<file path="src/xalu_pkg.sv">
// ----------------------------------------------------------------------------
// xalu_pkg
// types, operation codes and width helpers for the x86 integer alu
// ----------------------------------------------------------------------------
package xalu_pkg;

    localparam int unsigned DataW = 32;

    typedef enum logic [3:0] {
        OP_ADD   = 4'd0,
        OP_SUB   = 4'd1,
        OP_CMP   = 4'd2,
        OP_INC   = 4'd3,
        OP_DEC   = 4'd4,
        OP_ADC   = 4'd5,
        OP_SBB   = 4'd6,
        OP_MUL   = 4'd7,
        OP_IMUL1 = 4'd8,
        OP_IMUL2 = 4'd9,
        OP_IMUL3 = 4'd10,
        OP_DIV   = 4'd11,
        OP_IDIV  = 4'd12
    } t_op;

    typedef enum logic [1:0] {
        W8  = 2'd0,
        W16 = 2'd1,
        W32 = 2'd2
    } t_width;

    typedef struct packed {
        logic [3:0]       req_type;
        logic [2:0]       op_width;
        logic [2:0]       src_width;
        logic [DataW-1:0] operand_a;
        logic [DataW-1:0] operand_b;
        logic [DataW-1:0] acc_low;
        logic [DataW-1:0] acc_high;
    } t_req;

    typedef struct packed {
        logic [DataW-1:0] result_value;
        logic [DataW-1:0] result_upper;
        logic             dest_written;
        logic             acc_written;
        logic             carry_flag;
        logic             overflow_flag;
        logic             zero_flag;
        logic             sign_flag;
        logic             divide_error;
    } t_rsp;

    // byte count code to width; anything but 1 or 2 is a dword
    function automatic t_width width_dec(input logic [2:0] code);
        t_width w;
        begin
            if (code == 3'd1) begin
                w = W8;
            end else if (code == 3'd2) begin
                w = W16;
            end else begin
                w = W32;
            end
            return w;
        end
    endfunction

    function automatic logic [DataW-1:0] mask_of(input t_width w);
        logic [DataW-1:0] m;
        begin
            unique case (w)
                W8:      m = 32'h0000_00ff;
                W16:     m = 32'h0000_ffff;
                default: m = 32'hffff_ffff;
            endcase
            return m;
        end
    endfunction

    function automatic logic [DataW-1:0] sbit_of(input t_width w);
        logic [DataW-1:0] s;
        begin
            unique case (w)
                W8:      s = 32'h0000_0080;
                W16:     s = 32'h0000_8000;
                default: s = 32'h8000_0000;
            endcase
            return s;
        end
    endfunction

    function automatic logic [DataW-1:0] sext32(input logic [DataW-1:0] v, input t_width w);
        logic [DataW-1:0] r;
        begin
            unique case (w)
                W8:      r = {{24{v[7]}}, v[7:0]};
                W16:     r = {{16{v[15]}}, v[15:0]};
                default: r = v;
            endcase
            return r;
        end
    endfunction

endpackage

</file>
<file path="src/xalu_adder.sv">
// ----------------------------------------------------------------------------
// xalu_adder
// shared 33-bit adder with carry in, used by the sequencer's arithmetic steps
// ----------------------------------------------------------------------------
module xalu_adder (
    input  logic [32:0] i_a,
    input  logic [32:0] i_b,
    input  logic        i_cin,
    output logic [33:0] o_sum
);
    import xalu_pkg::*;

    assign o_sum = {1'b0, i_a} + {1'b0, i_b} + {33'd0, i_cin};

endmodule

</file>
<file path="src/x86_integer_alu_with_flags_top.sv">
// ----------------------------------------------------------------------------
// x86_integer_alu_with_flags_top
// x86 integer alu with cf/of/zf/sf, multiply and divide, one item at a time
// ----------------------------------------------------------------------------
// usage
//   input channel: i_in_valid / o_in_stall carry one t_req beat per operation.
//   output channel: o_out_valid / i_out_stall carry one t_rsp beat per item.
//   o_in_stall is high from the accept until the result is in the output
//   register; the next beat can be taken while that result still waits.
//   everything runs through one 33-bit adder under a small sequencer.
//   steps from accept to result in the output register:
//     add/sub/cmp/inc/dec/adc/sbb and unknown codes: exec, then done
//     mul/imul (all forms): operand negation, 32 shift-add steps of the adder, fix-up
//     div/idiv: negation, a range check, then one quotient bit a cycle over the
//     operand width; a zero divisor or an overflow found early goes straight to done
//   reset (synchronous, active low) clears the four flags, the sequencer
//   and the output valid. while the receiver stalls the output beat holds
//   and a finished item waits in the done state until the register frees.
// ----------------------------------------------------------------------------
module x86_integer_alu_with_flags_top (
    input  logic           i_clk,
    input  logic           i_rst_n,
    input  logic           i_in_valid,
    output logic           o_in_stall,
    input  xalu_pkg::t_req i_in_data,
    output logic           o_out_valid,
    input  logic           i_out_stall,
    output xalu_pkg::t_rsp o_out_data
);
    import xalu_pkg::*;

    // sequencer states
    typedef enum logic [9:0] {
        ST_IDLE  = 10'b00_0000_0001,
        ST_EXEC  = 10'b00_0000_0010,
        ST_NEGA  = 10'b00_0000_0100,
        ST_NEGB  = 10'b00_0000_1000,
        ST_NEGH  = 10'b00_0001_0000,
        ST_CHECK = 10'b00_0010_0000,
        ST_ITER  = 10'b00_0100_0000,
        ST_FIXLO = 10'b00_1000_0000,
        ST_FIXHI = 10'b01_0000_0000,
        ST_DONE  = 10'b10_0000_0000
    } t_state;

    t_state      r_state, n_state;
    t_req        r_req,   n_req;
    // working registers: r_x multiplicand / divisor, r_acc product high /
    // remainder, r_q multiplier / quotient / alu result
    logic [31:0] r_x,     n_x;
    logic [32:0] r_acc,   n_acc;
    logic [31:0] r_q,     n_q;
    logic [31:0] r_mask,  n_mask;
    logic [5:0]  r_cnt,   n_cnt;
    logic        r_na,    n_na;
    logic        r_nb,    n_nb;
    logic        r_neg,   n_neg;
    logic        r_xn,    n_xn;
    logic        r_c,     n_c;
    logic        r_err,   n_err;
    logic        r_cf,    n_cf;
    logic        r_of,    n_of;
    logic        r_zf,    n_zf;
    logic        r_sf,    n_sf;
    logic        r_ovalid, n_ovalid;
    t_rsp        r_out,   n_out;

    logic [32:0] add_a, add_b;
    logic        add_cin;
    logic [33:0] add_sum;

    t_width      w, sw;
    logic [31:0] m, sb, am, bm, bmx, alu_res;
    logic [31:0] mx, my, xh, xl, qm;
    logic        is_mul, is_div, is_sgn, q_over;
    t_rsp        rsp;

    xalu_adder u_adder (
        .i_a   (add_a),
        .i_b   (add_b),
        .i_cin (add_cin),
        .o_sum (add_sum)
    );

    assign w       = width_dec(r_req.op_width);
    assign sw      = width_dec(r_req.src_width);
    assign m       = mask_of(w);
    assign sb      = sbit_of(w);
    assign am      = r_req.operand_a & m;
    assign bm      = r_req.operand_b & m;
    assign bmx     = sext32(r_req.operand_b, sw) & m;
    assign alu_res = add_sum[31:0] & m;
    assign is_mul = (r_req.req_type == OP_MUL) || (r_req.req_type == OP_IMUL1)
                 || (r_req.req_type == OP_IMUL2) || (r_req.req_type == OP_IMUL3);
    assign is_div = (r_req.req_type == OP_DIV) || (r_req.req_type == OP_IDIV);
    assign is_sgn = (r_req.req_type != OP_MUL) && (r_req.req_type != OP_DIV);
    assign qm     = r_q & m;
    // signed quotient limit: 2^(w-1) when negative, 2^(w-1)-1 otherwise
    assign q_over = (r_req.req_type == OP_IDIV)
                 && (r_neg ? (|(qm & sb) && |(qm & (m >> 1))) : |(qm & sb));

    // multiply operands as 32-bit values, sign-extended for imul, before magnitudes
    always_comb begin
        unique case (r_req.req_type)
            OP_MUL: begin
                mx = am;
                my = r_req.acc_low & m;
            end
            OP_IMUL1: begin
                mx = sext32(r_req.operand_a, w);
                my = sext32(r_req.acc_low, w);
            end
            OP_IMUL2: begin
                mx = sext32(r_req.operand_b, sw);
                my = sext32(r_req.operand_a, w);
            end
            default: begin
                mx = sext32(r_req.operand_b, sw);
                my = sext32(r_req.operand_a, sw);
            end
        endcase
    end

    // dividend split into high and low halves of the operand width
    always_comb begin
        unique case (w)
            W8: begin
                xh = {24'd0, r_req.acc_low[15:8]};
                xl = {24'd0, r_req.acc_low[7:0]};
            end
            W16: begin
                xh = {16'd0, r_req.acc_high[15:0]};
                xl = {16'd0, r_req.acc_low[15:0]};
            end
            default: begin
                xh = r_req.acc_high;
                xl = r_req.acc_low;
            end
        endcase
    end

    // adder operand selection
    always_comb begin
        add_a   = {1'b0, ~r_q};
        add_b   = '0;
        add_cin = 1'b1;
        unique case (r_state)
            ST_EXEC: begin
                unique case (r_req.req_type)
                    OP_ADD, OP_ADC: begin
                        add_a   = {1'b0, am};
                        add_b   = {1'b0, bm};
                        add_cin = (r_req.req_type == OP_ADC) && r_cf;
                    end
                    OP_SUB, OP_SBB: begin
                        add_a   = {1'b0, am};
                        add_b   = ~{1'b0, bm};
                        add_cin = !((r_req.req_type == OP_SBB) && r_cf);
                    end
                    OP_CMP: begin
                        add_a   = {1'b0, am};
                        add_b   = ~{1'b0, bmx};
                        add_cin = 1'b1;
                    end
                    OP_INC: begin
                        add_a   = {1'b0, am};
                        add_b   = 33'd1;
                        add_cin = 1'b0;
                    end
                    OP_DEC: begin
                        add_a   = {1'b0, am};
                        add_b   = '1;
                        add_cin = 1'b0;
                    end
                    default: begin
                        add_a   = '0;
                        add_b   = '0;
                        add_cin = 1'b0;
                    end
                endcase
            end
            ST_NEGA: begin
                add_a = {1'b0, ~r_x};
            end
            ST_NEGH: begin
                add_a   = {1'b0, ~r_acc[31:0]};
                add_cin = r_c;
            end
            ST_CHECK: begin
                add_a = r_acc;
                add_b = ~{1'b0, r_x};
            end
            ST_ITER: begin
                if (is_div) begin
                    add_a = {r_acc[31:0], r_q[31]};
                    add_b = ~{1'b0, r_x};
                end else begin
                    add_a   = {1'b0, r_acc[31:0]};
                    add_b   = r_q[0] ? {1'b0, r_x} : 33'd0;
                    add_cin = 1'b0;
                end
            end
            ST_FIXHI: begin
                add_a   = {1'b0, ~r_acc[31:0]};
                add_cin = is_div ? 1'b1 : r_c;
            end
            default: begin
                add_a = {1'b0, ~r_q};
            end
        endcase
    end

    // result beat formed from the working registers
    always_comb begin
        rsp               = '0;
        rsp.carry_flag    = r_cf;
        rsp.overflow_flag = r_of;
        rsp.zero_flag     = r_zf;
        rsp.sign_flag     = r_sf;
        unique case (r_req.req_type)
            OP_ADD, OP_SUB, OP_CMP, OP_INC, OP_DEC, OP_ADC, OP_SBB: begin
                rsp.result_value = r_q;
                rsp.dest_written = (r_req.req_type != OP_CMP);
            end
            OP_MUL, OP_IMUL1: begin
                rsp.acc_written = 1'b1;
                unique case (w)
                    W8: begin
                        rsp.result_value = {16'd0, r_q[15:0]};
                    end
                    W16: begin
                        rsp.result_value = {16'd0, r_q[15:0]};
                        rsp.result_upper = {16'd0, r_q[31:16]};
                    end
                    default: begin
                        rsp.result_value = r_q;
                        rsp.result_upper = r_acc[31:0];
                    end
                endcase
            end
            OP_IMUL2, OP_IMUL3: begin
                rsp.result_value = r_q & m;
                rsp.dest_written = 1'b1;
            end
            OP_DIV, OP_IDIV: begin
                if (r_err) begin
                    rsp.divide_error = 1'b1;
                end else begin
                    rsp.acc_written = 1'b1;
                    if (w == W8) begin
                        rsp.result_value = {16'd0, r_acc[7:0], r_q[7:0]};
                    end else begin
                        rsp.result_value = r_q & m;
                        rsp.result_upper = r_acc[31:0] & m;
                    end
                end
            end
            default: begin
                rsp.result_value = '0;
            end
        endcase
    end

    // sequencer
    always_comb begin
        n_state  = r_state;
        n_req    = r_req;
        n_x      = r_x;
        n_acc    = r_acc;
        n_q      = r_q;
        n_mask   = r_mask;
        n_cnt    = r_cnt;
        n_na     = r_na;
        n_nb     = r_nb;
        n_neg    = r_neg;
        n_xn     = r_xn;
        n_c      = r_c;
        n_err    = r_err;
        n_cf     = r_cf;
        n_of     = r_of;
        n_zf     = r_zf;
        n_sf     = r_sf;
        n_out    = r_out;
        n_ovalid = r_ovalid && i_out_stall;
        unique case (r_state)
            ST_IDLE: begin
                if (i_in_valid) begin
                    n_req   = i_in_data;
                    n_state = ST_EXEC;
                end
            end
            ST_EXEC: begin
                n_err = 1'b0;
                n_q   = alu_res;
                if (is_mul) begin
                    n_x     = mx;
                    n_q     = my;
                    n_acc   = '0;
                    n_mask  = '1;
                    n_na    = is_sgn && mx[31];
                    n_nb    = is_sgn && my[31];
                    n_neg   = is_sgn && (mx[31] ^ my[31]);
                    n_state = ST_NEGA;
                end else if (is_div) begin
                    n_x     = am;
                    n_q     = xl;
                    n_acc   = {1'b0, xh};
                    n_mask  = m;
                    n_na    = is_sgn && |(am & sb);
                    n_nb    = is_sgn && |(xh & sb);
                    n_xn    = is_sgn && |(xh & sb);
                    n_neg   = is_sgn && (|(am & sb) ^ |(xh & sb));
                    if (am == '0) begin
                        n_err   = 1'b1;
                        n_state = ST_DONE;
                    end else begin
                        n_state = ST_NEGA;
                    end
                end else begin
                    n_state = ST_DONE;
                    unique case (r_req.req_type)
                        OP_ADD, OP_ADC: begin
                            n_cf = |({1'b0, add_sum[32:0]} & {1'b0, m, 1'b1} & ~{2'b0, m});
                            n_of = |((am ^ alu_res) & (bm ^ alu_res) & sb);
                            n_zf = (alu_res == '0);
                            n_sf = |(alu_res & sb);
                        end
                        OP_SUB, OP_SBB: begin
                            n_cf = !add_sum[33];
                            n_of = |((am ^ bm) & (am ^ alu_res) & sb);
                            n_zf = (alu_res == '0);
                            n_sf = |(alu_res & sb);
                        end
                        OP_CMP: begin
                            n_cf = !add_sum[33];
                            n_of = |((am ^ bmx) & (am ^ alu_res) & sb);
                            n_zf = (alu_res == '0);
                            n_sf = |(alu_res & sb);
                        end
                        OP_INC: begin
                            n_of = (alu_res == sb);
                            n_zf = (alu_res == '0);
                            n_sf = |(alu_res & sb);
                        end
                        OP_DEC: begin
                            n_of = (am == sb);
                            n_zf = (alu_res == '0);
                            n_sf = |(alu_res & sb);
                        end
                        default: begin
                            n_q = '0;
                        end
                    endcase
                end
            end
            ST_NEGA: begin
                if (r_na) begin
                    n_x = add_sum[31:0] & r_mask;
                end
                n_state = ST_NEGB;
            end
            ST_NEGB: begin
                // borrow into the high half when the low half was zero
                n_c = ((r_q & r_mask) == '0);
                if (r_nb) begin
                    n_q = add_sum[31:0] & r_mask;
                end
                if (is_div) begin
                    n_state = ST_NEGH;
                end else begin
                    n_cnt   = 6'd32;
                    n_state = ST_ITER;
                end
            end
            ST_NEGH: begin
                if (r_xn) begin
                    n_acc = {1'b0, add_sum[31:0] & r_mask};
                end
                n_state = ST_CHECK;
            end
            ST_CHECK: begin
                // high half not below divisor: quotient does not fit
                if (add_sum[33]) begin
                    n_err   = 1'b1;
                    n_state = ST_DONE;
                end else begin
                    unique case (w)
                        W8: begin
                            n_q   = {r_q[7:0], 24'd0};
                            n_cnt = 6'd8;
                        end
                        W16: begin
                            n_q   = {r_q[15:0], 16'd0};
                            n_cnt = 6'd16;
                        end
                        default: begin
                            n_cnt = 6'd32;
                        end
                    endcase
                    n_state = ST_ITER;
                end
            end
            ST_ITER: begin
                if (is_div) begin
                    n_acc = add_sum[33] ? add_sum[32:0] : {r_acc[31:0], r_q[31]};
                    n_q   = {r_q[30:0], add_sum[33]};
                end else begin
                    n_acc = {1'b0, add_sum[32:1]};
                    n_q   = {add_sum[0], r_q[31:1]};
                end
                n_cnt = r_cnt - 6'd1;
                if (r_cnt == 6'd1) begin
                    n_state = ST_FIXLO;
                end
            end
            ST_FIXLO: begin
                n_c = (r_q == '0);
                if (is_div && q_over) begin
                    n_err   = 1'b1;
                    n_state = ST_DONE;
                end else begin
                    if (r_neg) begin
                        n_q = add_sum[31:0] & r_mask;
                    end
                    n_state = ST_FIXHI;
                end
            end
            ST_FIXHI: begin
                if (is_div ? r_xn : r_neg) begin
                    n_acc = {1'b0, add_sum[31:0] & r_mask};
                end
                n_state = ST_DONE;
            end
            ST_DONE: begin
                if (!r_ovalid || !i_out_stall) begin
                    n_out    = rsp;
                    n_ovalid = 1'b1;
                    n_state  = ST_IDLE;
                end
            end
            default: begin
                n_state = ST_IDLE;
            end
        endcase
    end

    always_ff @(posedge i_clk) begin
        if (!i_rst_n) begin
            r_state  <= ST_IDLE;
            r_ovalid <= 1'b0;
            r_cf     <= 1'b0;
            r_of     <= 1'b0;
            r_zf     <= 1'b0;
            r_sf     <= 1'b0;
        end else begin
            r_state  <= n_state;
            r_ovalid <= n_ovalid;
            r_cf     <= n_cf;
            r_of     <= n_of;
            r_zf     <= n_zf;
            r_sf     <= n_sf;
        end
    end

    // payload and working registers
    always_ff @(posedge i_clk) begin
        r_req  <= n_req;
        r_x    <= n_x;
        r_acc  <= n_acc;
        r_q    <= n_q;
        r_mask <= n_mask;
        r_cnt  <= n_cnt;
        r_na   <= n_na;
        r_nb   <= n_nb;
        r_neg  <= n_neg;
        r_xn   <= n_xn;
        r_c    <= n_c;
        r_err  <= n_err;
        r_out  <= n_out;
    end

    assign o_in_stall  = (r_state != ST_IDLE);
    assign o_out_valid = r_ovalid;
    assign o_out_data  = r_out;

endmodule

</file>
<file path="config.mk">
export PLATFORM = sky130hd
export DESIGN_NAME = x86_integer_alu_with_flags_top
export DESIGN_NICKNAME = d
export VERILOG_FILES = /design/src/xalu_pkg.sv /design/src/xalu_adder.sv /design/src/x86_integer_alu_with_flags_top.sv
export SDC_FILE = /design/constraint.sdc
export NUM_CORES = 1
export LEC_CHECK = 0
export BUFFER_PORTS_ARGS = -buffer_cell sky130_fd_sc_hd__buf_2
export CAP_MARGIN = 20
export CORE_UTILIZATION = 25
export DETAILED_ROUTE_END_ITERATION = 10
export GPL_TIMING_DRIVEN = 0
export PLACE_DENSITY = 0.52
export SYNTH_ARGS = -nofsm -noshare
export SYNTH_HDL_FRONTEND = slang
export SYNTH_SLANG_ARGS = --single-unit
export TNS_END_PERCENT = 5
</file>
<file path="constraint.sdc">
create_clock -name i_clk -period 8.8 [get_ports i_clk]
set_input_delay 0.44 -clock i_clk [delete_from_list [all_inputs] [get_ports i_clk]]
set_output_delay 0.44 -clock i_clk [all_outputs]
set_load 0.02 [all_outputs]
</file>
* Word level (Yosys, flattened, before mapping) *
Cells that the tools add are included.

cells by class
  add/sub/neg operators = 3
  equality and inequality tests = 50
  multiplexer cells = 91
  bitwise gates (word level) = 37
  reduce and logical (&&, ||, !) cells = 69

operators by type and width
  cell                                       count
  32-bit one-hot mux with 2 select lines     13
  32-bit AND                                 19
  32-bit 2-to-1 mux                          17
  33-bit one-hot mux with 5 select lines     2
  33-bit 2-to-1 mux                          8
  32-bit OR reduction                        8
  32-bit one-hot mux with 5 select lines     1
  33-bit one-hot mux with 4 select lines     1
  32-bit zero test                           4
  32-bit one-hot mux with 4 select lines     1
  32-bit bitwise XOR                         4
  10-bit one-hot mux with 10 select lines    1
  32-bit NOT with 33-bit output              3
  33-bit one-hot mux with 3 select lines     1
  32-bit NOT                                 3
  32-bit one-hot mux with 3 select lines     1
  10-bit 2-to-1 mux                          8
  32-bit equality test                       2
  64-bit 2-to-1 mux                          1
  33-bit by 33-bit adder with 34-bit output  1
  34-bit by 1-bit adder with 34-bit output   1
  33-bit by 34-bit AND with 34-bit output    1
  32-bit NOT with 34-bit output              1
  34-bit OR reduction                        1
  55 further kinds                           147

storage, ports and cells
  register bits = 365
  output and inout bits = 73

* Longest topological paths before layout *
Gate-level depths: netlist of the first run.

  word-level depth = 17
  mapped depth = 27
  mapped depth without buffers = 22

* Modules after synthesis *
Synthesis of the first run repeated with hierarchy kept, for this count alone.

unflattened totals
  cells, all modules = 2465
  area, all modules = 22698.0 um2

modules (own cells, without submodules)
  module                          times used  cells each  area an instance (um2)
  x86_integer_alu_with_flags_top  1           2197        20820.0
  xalu_adder                      1           268         1878.1

* Least setup slack after synthesis of the first run *
No wires, ideal clock.

  path type = reg2reg
  from = register r_req[134] in the netlist's numbering
  to = register r_q[0] (enable)
  setup time = 470 ps
  arrival = 6894 ps
  path slack = 1437 ps
  stages on the path, launching flop included = 23
  cells stage by stage = edfxtp_1 > clkbuf_1 > nand2_1 > o21ai_0 > nand2_1 > clkbuf_1 > nand2_1 > nand2_1 > clkbuf_1 > a2111oi_0 > a21oi_1 > ha_1 > and2_4 > a221oi_1 > a21oi_1 > a211o_1 > a21oi_2 > a2111oi_0 > o21ai_1 > nor2b_1 > nor2_1 > a21o_1 > a211oi_1

on the way
  cells in the longest elaborated chain, start to end = 8

RTL lines
  item                                                                                                RTL line                                                                      text
  from (decl)                                                                                         x86_integer_alu_with_flags_top.sv:47                                          t_req r_req, n_req;
  from (signal assigned)                                                                              x86_integer_alu_with_flags_top.sv:467                                         r_req <= n_req;
  4-bit by 3-bit equality test with 1-bit output (tied with other cells)                              x86_integer_alu_with_flags_top.sv:149, x86_integer_alu_with_flags_top.sv:158
  2-bit OR reduction (tied with other cells)                                                          --
  33-bit one-hot mux with 5 select lines (tied with other cells)                                      x86_integer_alu_with_flags_top.sv:149                                         unique case (r_req.req_type)
  33-bit one-hot mux with 3 select lines (tied with other cells)                                      x86_integer_alu_with_flags_top.sv:147                                         unique case (r_state)
  33-bit by 33-bit adder with 34-bit output or 1-bit one-hot mux with 4 select lines (tied branches)  xalu_adder.sv:13, x86_integer_alu_with_flags_top.sv:147
  34-bit by 1-bit adder with 34-bit output                                                            xalu_adder.sv:13                                                              assign o_sum = {1'b0, i_a} + {1'b0, i_b} + {33'd0, i_cin};
  2-bit inequality test (no source line)                                                              --
  6-bit AND reduction (no source line) (*)                                                            --
  to (signal assigned)                                                                                x86_integer_alu_with_flags_top.sv:470                                         r_q <= n_q;
  to (decl)                                                                                           x86_integer_alu_with_flags_top.sv:52                                          logic [31:0] r_q, n_q;

Every way passes the cells marked *; elsewhere a longest branch is shown, timed or not.
A chain may end at the register's enable or synchronous reset.

* Worst setup path after layout of the first run *
  from = register r_state[1]
  to = register r_zf

on the way
  cells in the longest elaborated chain, start to end = 7

RTL lines
  item                                                                                                                RTL line                               text
  from (decl)                                                                                                         x86_integer_alu_with_flags_top.sv:46   t_state r_state, n_state;
  from (signal assigned)                                                                                              x86_integer_alu_with_flags_top.sv:456  r_state <= n_state;
  10-bit by 9-bit equality test with 1-bit output or 10-bit by 5-bit equality test with 1-bit output (tied branches)  x86_integer_alu_with_flags_top.sv:147
  2-bit OR reduction (no source line)                                                                                 --
  33-bit one-hot mux with 5 select lines                                                                              x86_integer_alu_with_flags_top.sv:147
  33-bit by 33-bit adder with 34-bit output                                                                           xalu_adder.sv:13
  34-bit by 1-bit adder with 34-bit output                                                                            xalu_adder.sv:13
  32-bit AND                                                                                                          x86_integer_alu_with_flags_top.sv:92   assign alu_res = add_sum[31:0] & m;
  32-bit zero test                                                                                                    --
  to (signal assigned)                                                                                                x86_integer_alu_with_flags_top.sv:460  r_zf <= n_zf;
  to (decl)                                                                                                           x86_integer_alu_with_flags_top.sv:63   logic r_zf, n_zf;

Parallel ways exist; a longest one is shown, timed or not.

==> results.md, run 1 <==
- Post-synthesis adder-cell area fraction: 2.23%
- Global route total overflow: 0
- Iteration-0 DRC Markers: 2843
- Worst setup margin: 0.208 ns
- Final setup vio count: 0
- Post-Synth Simple-Gate Area: 16.2%
- Ports: 215
- WL/cell: 30.0 um
- Syn Inst Count: 2245
- Largest family of logic cells by synthesized area: compound AO/OA/AOI/OAI gates
- Hold Path End: r_req[116]$_DFFE_PP_
- Part of the Yosys area used for sequential elements: 47.5%
- Crit end category: flip-flop
- First-pass detailed-route iteration total: 8
- Number of synthesized flops with an enable pin: 320
- Hold Path Class: primary input to flip-flop
- Initial Util: 25.3%
- Worst slew pin tran: 1.23 ns
- Syn Nets: 2423
- WS Path Type: flip-flop to flip-flop
- Clk_lat worst skew: 0.58 ns
- Slew margin rel.: 17.7%
- Ratio of cells with drive above 1 in the final layout: 13.4%
- Initial antenna violation count: 2
- Worst endpoint required time: 9.30 ns
- Global Route Usage Sum: 24.9%
- VDD IR-drop max: 0.121 mV
- Seq cells post-synth: 335
- Pre-CTS WS: 0.0752 ns
- DIE AREA: 84700 um^2
- Xor/xnor share of the synthesized area: 1.68%
- Input/output buffers: 214
- Status: completed
- RSZ-0062 raised after global routing: no
- Dpl cell area: 23500 um^2
- Via/cell ratio: 5.79
- Hold Crit Depth: 1
- Worst setup SP type: flip-flop
- Setup bufs post-CTS: 0
- Synth async-reset ratio: 0%
- Compound-Gate Fraction of Synth Area: 27.0%
- Mux contribution to synthesized area: 1.54%
- Final ANT Viol Nets: 0
- Worst reg-to-reg setup slack: 0.21 ns
- Maxcap violations: 0
- FILL cells: 8720
- Clk pin slew, worst setup/hold paths: 0.06 ns
- CTS tree: done
- Final clock skew: 0.0209 ns
- Pwr per Cell Area: 180 nW/um^2
- Syn avg cell area: 9.30 um^2
- RD Place Congestion: 1.01
- Static Leak: 9.07 nW
- Post-route minimum period: 8.59 ns
- CTS max path bufs: 3
- Area Growth Syn to Fin: 19.6%
- FMAX: 116 MHz
- Vias in the first global route: 20000
- First-pass GRT wire length: 151000 um
- Launch point of the worst path: r_state[1]$_SDFFE_PN0P_
- Final Hold Fails: 0
- Detail Placement HPWL: 85300 um
- Die H: 291 um
- Worst-path maximum fanout: 10
- CTS buffer count: 44
- Drt total wl: 109000 um
- Synthesized area: 20900 um^2
- Floorplan row count: 105
- Design area: 25000 um^2
- Worst hold start: i_in_data[116]
- Clk sinks: 335
- Pins Over Slew Limit: 0
- Worst r2r dst: r_zf$_SDFFE_PN0P_
- Largest net degree at the start of global routing: 67
- Number of H-tree levels: 2
- Post-route clock period utilization: 97.6%
- Die W: 291 um
- Core Box Area: 82400 um^2
- R2R Path Start: r_state[1]$_SDFFE_PN0P_
- Main synth FF type: edfxtp_1
- DRC viols: 0
- Cell variety after synth: 85
- Worst r2r path cells: 23
- Crit path DAT: 9.10 ns
- Commonest non-fill, non-tap cells in the layout: 320 x edfxtp_1, 308 x a21oi_1, 278 x nand2_1
- Root buf cell: clkbuf_16
- Ys Warns: 0
- Most common cell after layout, fill and taps aside: edfxtp_1
- Via count: 21000
- Layout net count: 2698
[metrics by stage]
stage | total power (W) | setup TNS, ns | hold WS, ns | cells | utilization (%)
after global placement | 0.00272 | -102.89 | 0.505 | 3529 | 28.3
after floorplan | 0.00236 | 0 | 0.403 | 2245 | -
final | 0.00449 | 0 | 0.0337 | 3625 | 30.3
after detailed placement | 0.00272 | 0 | 0.487 | 3541 | 28.6
after CTS | 0.00450 | 0 | 0.000395 | 3623 | 30.3
after global routing | 0.00462 | 0 | 0.00806 | 3624 | 30.3
[flip-flops by register name, summed over array words and instances, names as in the netlist]
| register | cells |
|---|---|
| o_out_data | 71 |
| r_cnt | 6 |
| r_of | 1 |
| r_req | 138 |
| r_mask | 2 |
| o_out_valid | 1 |
| r_c | 1 |
| r_x | 32 |
| r_sf | 1 |
| r_state | 10 |
| r_nb | 1 |
| r_xn | 1 |
| r_cf | 1 |
| r_q | 32 |
| r_err | 1 |
| r_acc | 33 |
| r_zf | 1 |
| r_na | 1 |
| r_neg | 1 |
[worst max path at each step]
stage	to	slack (ns)
finish	r_zf$_SDFFE_PN0P_	0.21
detailed placement	r_acc[26]$_DFFE_PP_	0.08
floorplan	r_q[0]$_DFFE_PP_	1.44
CTS	r_acc[26]$_DFFE_PP_	0.03
global route	r_acc[3]$_DFFE_PP_	0.1
global placement	r_q[20]$_DFFE_PP_	-3.22
[routing by layer]
metal  vias up  global-route usage, %  routed length [um]
li1       9229                      -                   -
met4         4                   10.6                4830
met2      1254                   39.3               48500
met5         -                      0                  23
met1     10300                   33.4               45600
met3       240                   4.38                9840
[synth_stat cells (all sizes together), types with 3 or more instances]
cell type  count  area (um^2)
o2111ai        4         35.0
nand3b         9         67.6
edfxtp       320         9610
o21a           7         52.6
or3           12         75.1
o21bai        11         86.3
nor4          23          144
nor2         162          611
a41oi          3         26.3
nor3b          9         67.6
and3          51          319
nand4         11         68.8
a22o          25          219
a221o          9         90.1
a211oi        38          290
xnor2         22          211
nand2b        22          138
dfxtp         15          300
and2          36          229
o22ai         49          307
o21ai        179          900
or2            6         37.5
a2111oi       10         87.6
a211o          6         52.6
a22oi         23          173
buf           38          169
a21oi        311         1560
clkbuf       140          556
nand3         25          125
a222oi        16          160
inv           20         75.1
mux2i         31          310
o221ai        32          280
ha            34          425
nand2        279         1050
a221oi        38          339
a31oi         50          319
nor3          44          225
nor2b         11         68.8
or4            5         37.5
o211ai        10         75.1
a32oi         23          209
a21o          29          218
xor2          16          140
[where the power goes]
group          switching [W]  internal, W  total (W)
combinational       0.000539     0.000243   0.000782
clock               0.000740      0.00103    0.00177
sequential         0.0000918      0.00184    0.00194
[layout make-up]
| class | instances | area (um^2) | share of cell area, % |
|---|---|---|---|
| Antenna cell | 1 | 2.50 | 0.0100 |
| Buffer | 180 | 756 | 3.03 |
| Clock buffer | 53 | 1160 | 4.63 |
| Clock inverter | 27 | 239 | 0.957 |
| Inverter | 20 | 75.1 | 0.301 |
| Multi-Input combinational cell | 1710 | 10200 | 40.8 |
| Sequential cell | 335 | 9910 | 39.7 |
| Tap cell | 1070 | 1340 | 5.36 |
| Timing Repair Buffer | 229 | 1300 | 5.19 |
[critical path, cell delays in order (launching register included)]
cell,delay [ns]
dfxtp_1,0.35
nor2_1,0.20
nand3_1,0.18
or3_1,0.36
nor3b_1,0.96
nand2_2,0.68
nand2_1,0.33
clkbuf_1,0.62
a22oi_1,0.13
and3_1,0.27
a21oi_1,0.14
ha_1,0.26
clkbuf_1,0.23
a21oi_1,0.33
o21ai_1,0.26
nor4b_4,0.57
nor2_1,0.13
xnor2_1,0.87
nand2_1,0.08
or4_1,0.50
nor3_1,0.40
a21oi_1,0.14
a2111o_1,0.42
o21ai_1,0.12
[cells by family after synthesis]
family | after synthesis
buffers and inverters | 200
xor gates and xnor gates | 38
muxes | 32
adders and majority gates | 36
and+or+nand+nor | 715
DFF | 335
AOI/OAI and AO/OA | 889
[timing repair]
item,in CTS,in global routing
endpoints found under the setup margin,0,32
hold endpoints to repair,2,0
hold buffers,2,0
gates resized for setup,0,3
(Power assumes the default switching activity.)
==> run 2: changes to the inputs <==
--- a/config.mk
+++ b/config.mk
@@ -5,9 +5,10 @@
 export SDC_FILE = /design/constraint.sdc
 export NUM_CORES = 1
 export LEC_CHECK = 0
-export BUFFER_PORTS_ARGS = -buffer_cell sky130_fd_sc_hd__buf_2
+export BUFFER_PORTS_ARGS = -buffer_cell sky130_fd_sc_hd__buf_4
 export CAP_MARGIN = 20
 export CORE_UTILIZATION = 25
+export CTS_CLUSTER_SIZE = 14
 export DETAILED_ROUTE_END_ITERATION = 10
 export GPL_TIMING_DRIVEN = 0
 export PLACE_DENSITY = 0.52
==> results.md, run 2 (same netlist as run 1, synthesis figures left out) <==
- Status: completed
- CP bufs+invs: 4
- Iteration-0 DRC Markers: 2919
- Via/cell ratio: 5.81
- Worst r2r dst: r_acc[9]$_DFFE_PP_
- Final setup vio count: 0
- CTS buffer count: 43
- Design area: 25800 um^2
- CTS tree: done
- First-pass GRT wire length: 149000 um
- Ports: 215
- Final cell count without fillers: 3637
- DIE AREA: 84700 um^2
- Static Leak: 9.39 nW
- Worst setup margin: 0.458 ns
- Ratio of cells with drive above 1 in the final layout: 13.4%
- Met3 Track Usage GR: 5.47%
- Setup bufs post-CTS: 0
- Post-route clock period utilization: 94.8%
- Final Hold Fails: 0
- Die H: 291 um
- Global route total overflow: 0
- Most common cell after layout, fill and taps aside: edfxtp_1
- Drt total wl: 107000 um
- Worst-path maximum fanout: 10
- Vias in the first global route: 19700
- Via count: 21100
- VDD IR-drop max: 0.115 mV
- Commonest non-fill, non-tap cells in the layout: 320 x edfxtp_1, 309 x a21oi_1, 278 x nand2_1
- Area Growth Syn to Fin: 23.6%
- RD Place Congestion: 1.05
- FMAX: 120 MHz
- Floorplan row count: 105
- Dpl cell area: 24100 um^2
- Hold Crit Depth: 1
- Cell Chain, Critical Path: nor2_1 > nand3_1 > or3_1 > nor3b_1 > nand2_2 > nand2_1 > clkbuf_1 > a22oi_1 > and3_1 > a21oi_1 > ha_1 > clkbuf_1 > and3_1 > nor2b_1 > a32o_1 > a211o_1 > a21oi_2 > a2111oi_0 > o21ai_1 > nor2b_1 > buf_2 > buf_2 > mux2i_1 > o221ai_1
- Worst slew pin tran: 1.30 ns
- Kind of cell adding the most delay to the critical path: simple AND/OR/NAND/NOR gates
- Slew margin rel.: 12.6%
- Post-route minimum period: 8.34 ns
- Final clock skew: 0.0240 ns
- Largest net degree at the start of global routing: 64
- Worst hold start: i_in_data[122]
- Largest Register: r_req
- Pwr per Cell Area: 182 nW/um^2
- Number of H-tree levels: 2
- Launch point of the worst path: r_state[1]$_SDFFE_PN0P_
- Layout net count: 2710
- Final ANT Viol Nets: 0
- Placed insts: 3543
- Critical-path top delay cell: nor3b_1
- Clk_lat worst skew: 0.60 ns
- First-pass detailed-route iteration total: 6
- Gr busiest metal: met2
- Hold Path Class: primary input to flip-flop
- Maxcap violations: 0
- Worst r2r path cells: 24
- Crit path DAT: 8.63 ns
- Hold Path End: r_req[122]$_DFFE_PP_
- Detail Placement HPWL: 83500 um
- Die W: 291 um
- Worst reg-to-reg setup slack: 0.46 ns
- Worst hold slack: 0.0244 ns
- WL/cell: 29.5 um
- Global Route Usage Sum: 24.5%
- Core Box Area: 82400 um^2
- WS Path Type: flip-flop to flip-flop
- Crit end category: flip-flop
- Met1 Resource Use GR: 31.9%
- Largest register FFs: 138
- Input/output buffers: 214
- R2R Path Start: r_state[1]$_SDFFE_PN0P_
- RSZ-0062 raised after global routing: no
- Initial antenna violation count: 2
- Pins Over Slew Limit: 0
- FILL cells: 8657
- GRT met2 Usage: 38.3%
- Clk sinks: 335
- Crit path largest cell delay: 0.99 ns
- DRC viols: 0
- Worst endpoint required time: 9.08 ns
- Initial Util: 25.3%
- CTS max path bufs: 3
- Clk pin slew, worst setup/hold paths: 0.06 ns
- Root buf cell: clkbuf_16
- Worst setup SP type: flip-flop
- Pre-CTS WS: 0.348 ns
==> run 2: final cells by class <==
| cell class | count | area (um^2) | share of cell area, % |
|---|---|---|---|
| diodes | 2 | 5.00 | 0.0194 |
| plain buffers | 180 | 756 | 2.93 |
| flip-flops and latches | 335 | 9910 | 38.4 |
| clock buffers | 52 | 1160 | 4.51 |
| clock inverters | 26 | 374 | 1.45 |
| well taps | 1070 | 1340 | 5.19 |
| repair buffers | 242 | 1990 | 7.72 |
| inverters | 20 | 75.1 | 0.291 |
| multi-input cells | 1710 | 10200 | 39.5 |
==> run 2: metal layers <==
metal  up-vias  part of all wire [%]
met2      1448                    44
li1       9249                     -
met4         4                   5.3
met5         -                 0.025
met3       293                    11
met1     10100                    40
==> run 2: stage by stage <==
step | total power, W | util (%) | setup TNS [ns]
2_1_floorplan | 0.00236 | - | 0
3_3_place_gp | 0.00273 | 28.9 | -96.35
3_5_place_dp | 0.00273 | 29.3 | 0
4_1_cts | 0.00471 | 31.3 | 0
5_1_grt | 0.00483 | 31.3 | 0
6_report | 0.00469 | 31.3 | 0
==> run 2: what timing repair did <==
| item | 4_1_cts | 5_1_grt |
|---|---|---|
| hold buffers | 13 | 0 |
| gates resized for setup | 0 | 3 |
| setup endpoints to repair | 0 | 14 |
| hold endpoints to repair | 13 | 0 |
==> run 2: worst max-delay path by stage <==
| stage | end | slack, ns | cells past startpoint |
|---|---|---|---|
| after floorplan | r_q[0]$_DFFE_PP_ | 1.44 | 22 |
| after global placement | r_q[20]$_DFFE_PP_ | -3.01 | 23 |
| after detailed placement | r_acc[26]$_DFFE_PP_ | 0.35 | 22 |
| after CTS | r_acc[26]$_DFFE_PP_ | 0.31 | 22 |
| after global routing | r_acc[9]$_DFFE_PP_ | 0.24 | 23 |
| final | r_acc[9]$_DFFE_PP_ | 0.46 | 24 |
==> run 2: power by group <==
part           switching [W]  internal [W]  total, W  leakage (nW)
Combinational       0.000539      0.000265  0.000804          5.51
Clock               0.000747       0.00121   0.00195         0.747
Sequential         0.0000908       0.00184   0.00194          3.13
==> run 2: worst reg2reg max path: cells and delay by family (launching register included) <==
| family | cells | cell delay [ns] |
|---|---|---|
| AND/OR/NAND/NOR | 10 | 3.74 |
| multiplexers | 1 | 0.24 |
| buffers and inverters | 4 | 1.70 |
| AO/OA/AOI/OAI | 8 | 1.76 |
| adder cells (fa/ha/maj) | 1 | 0.25 |
| flip-flops | 1 | 0.35 |
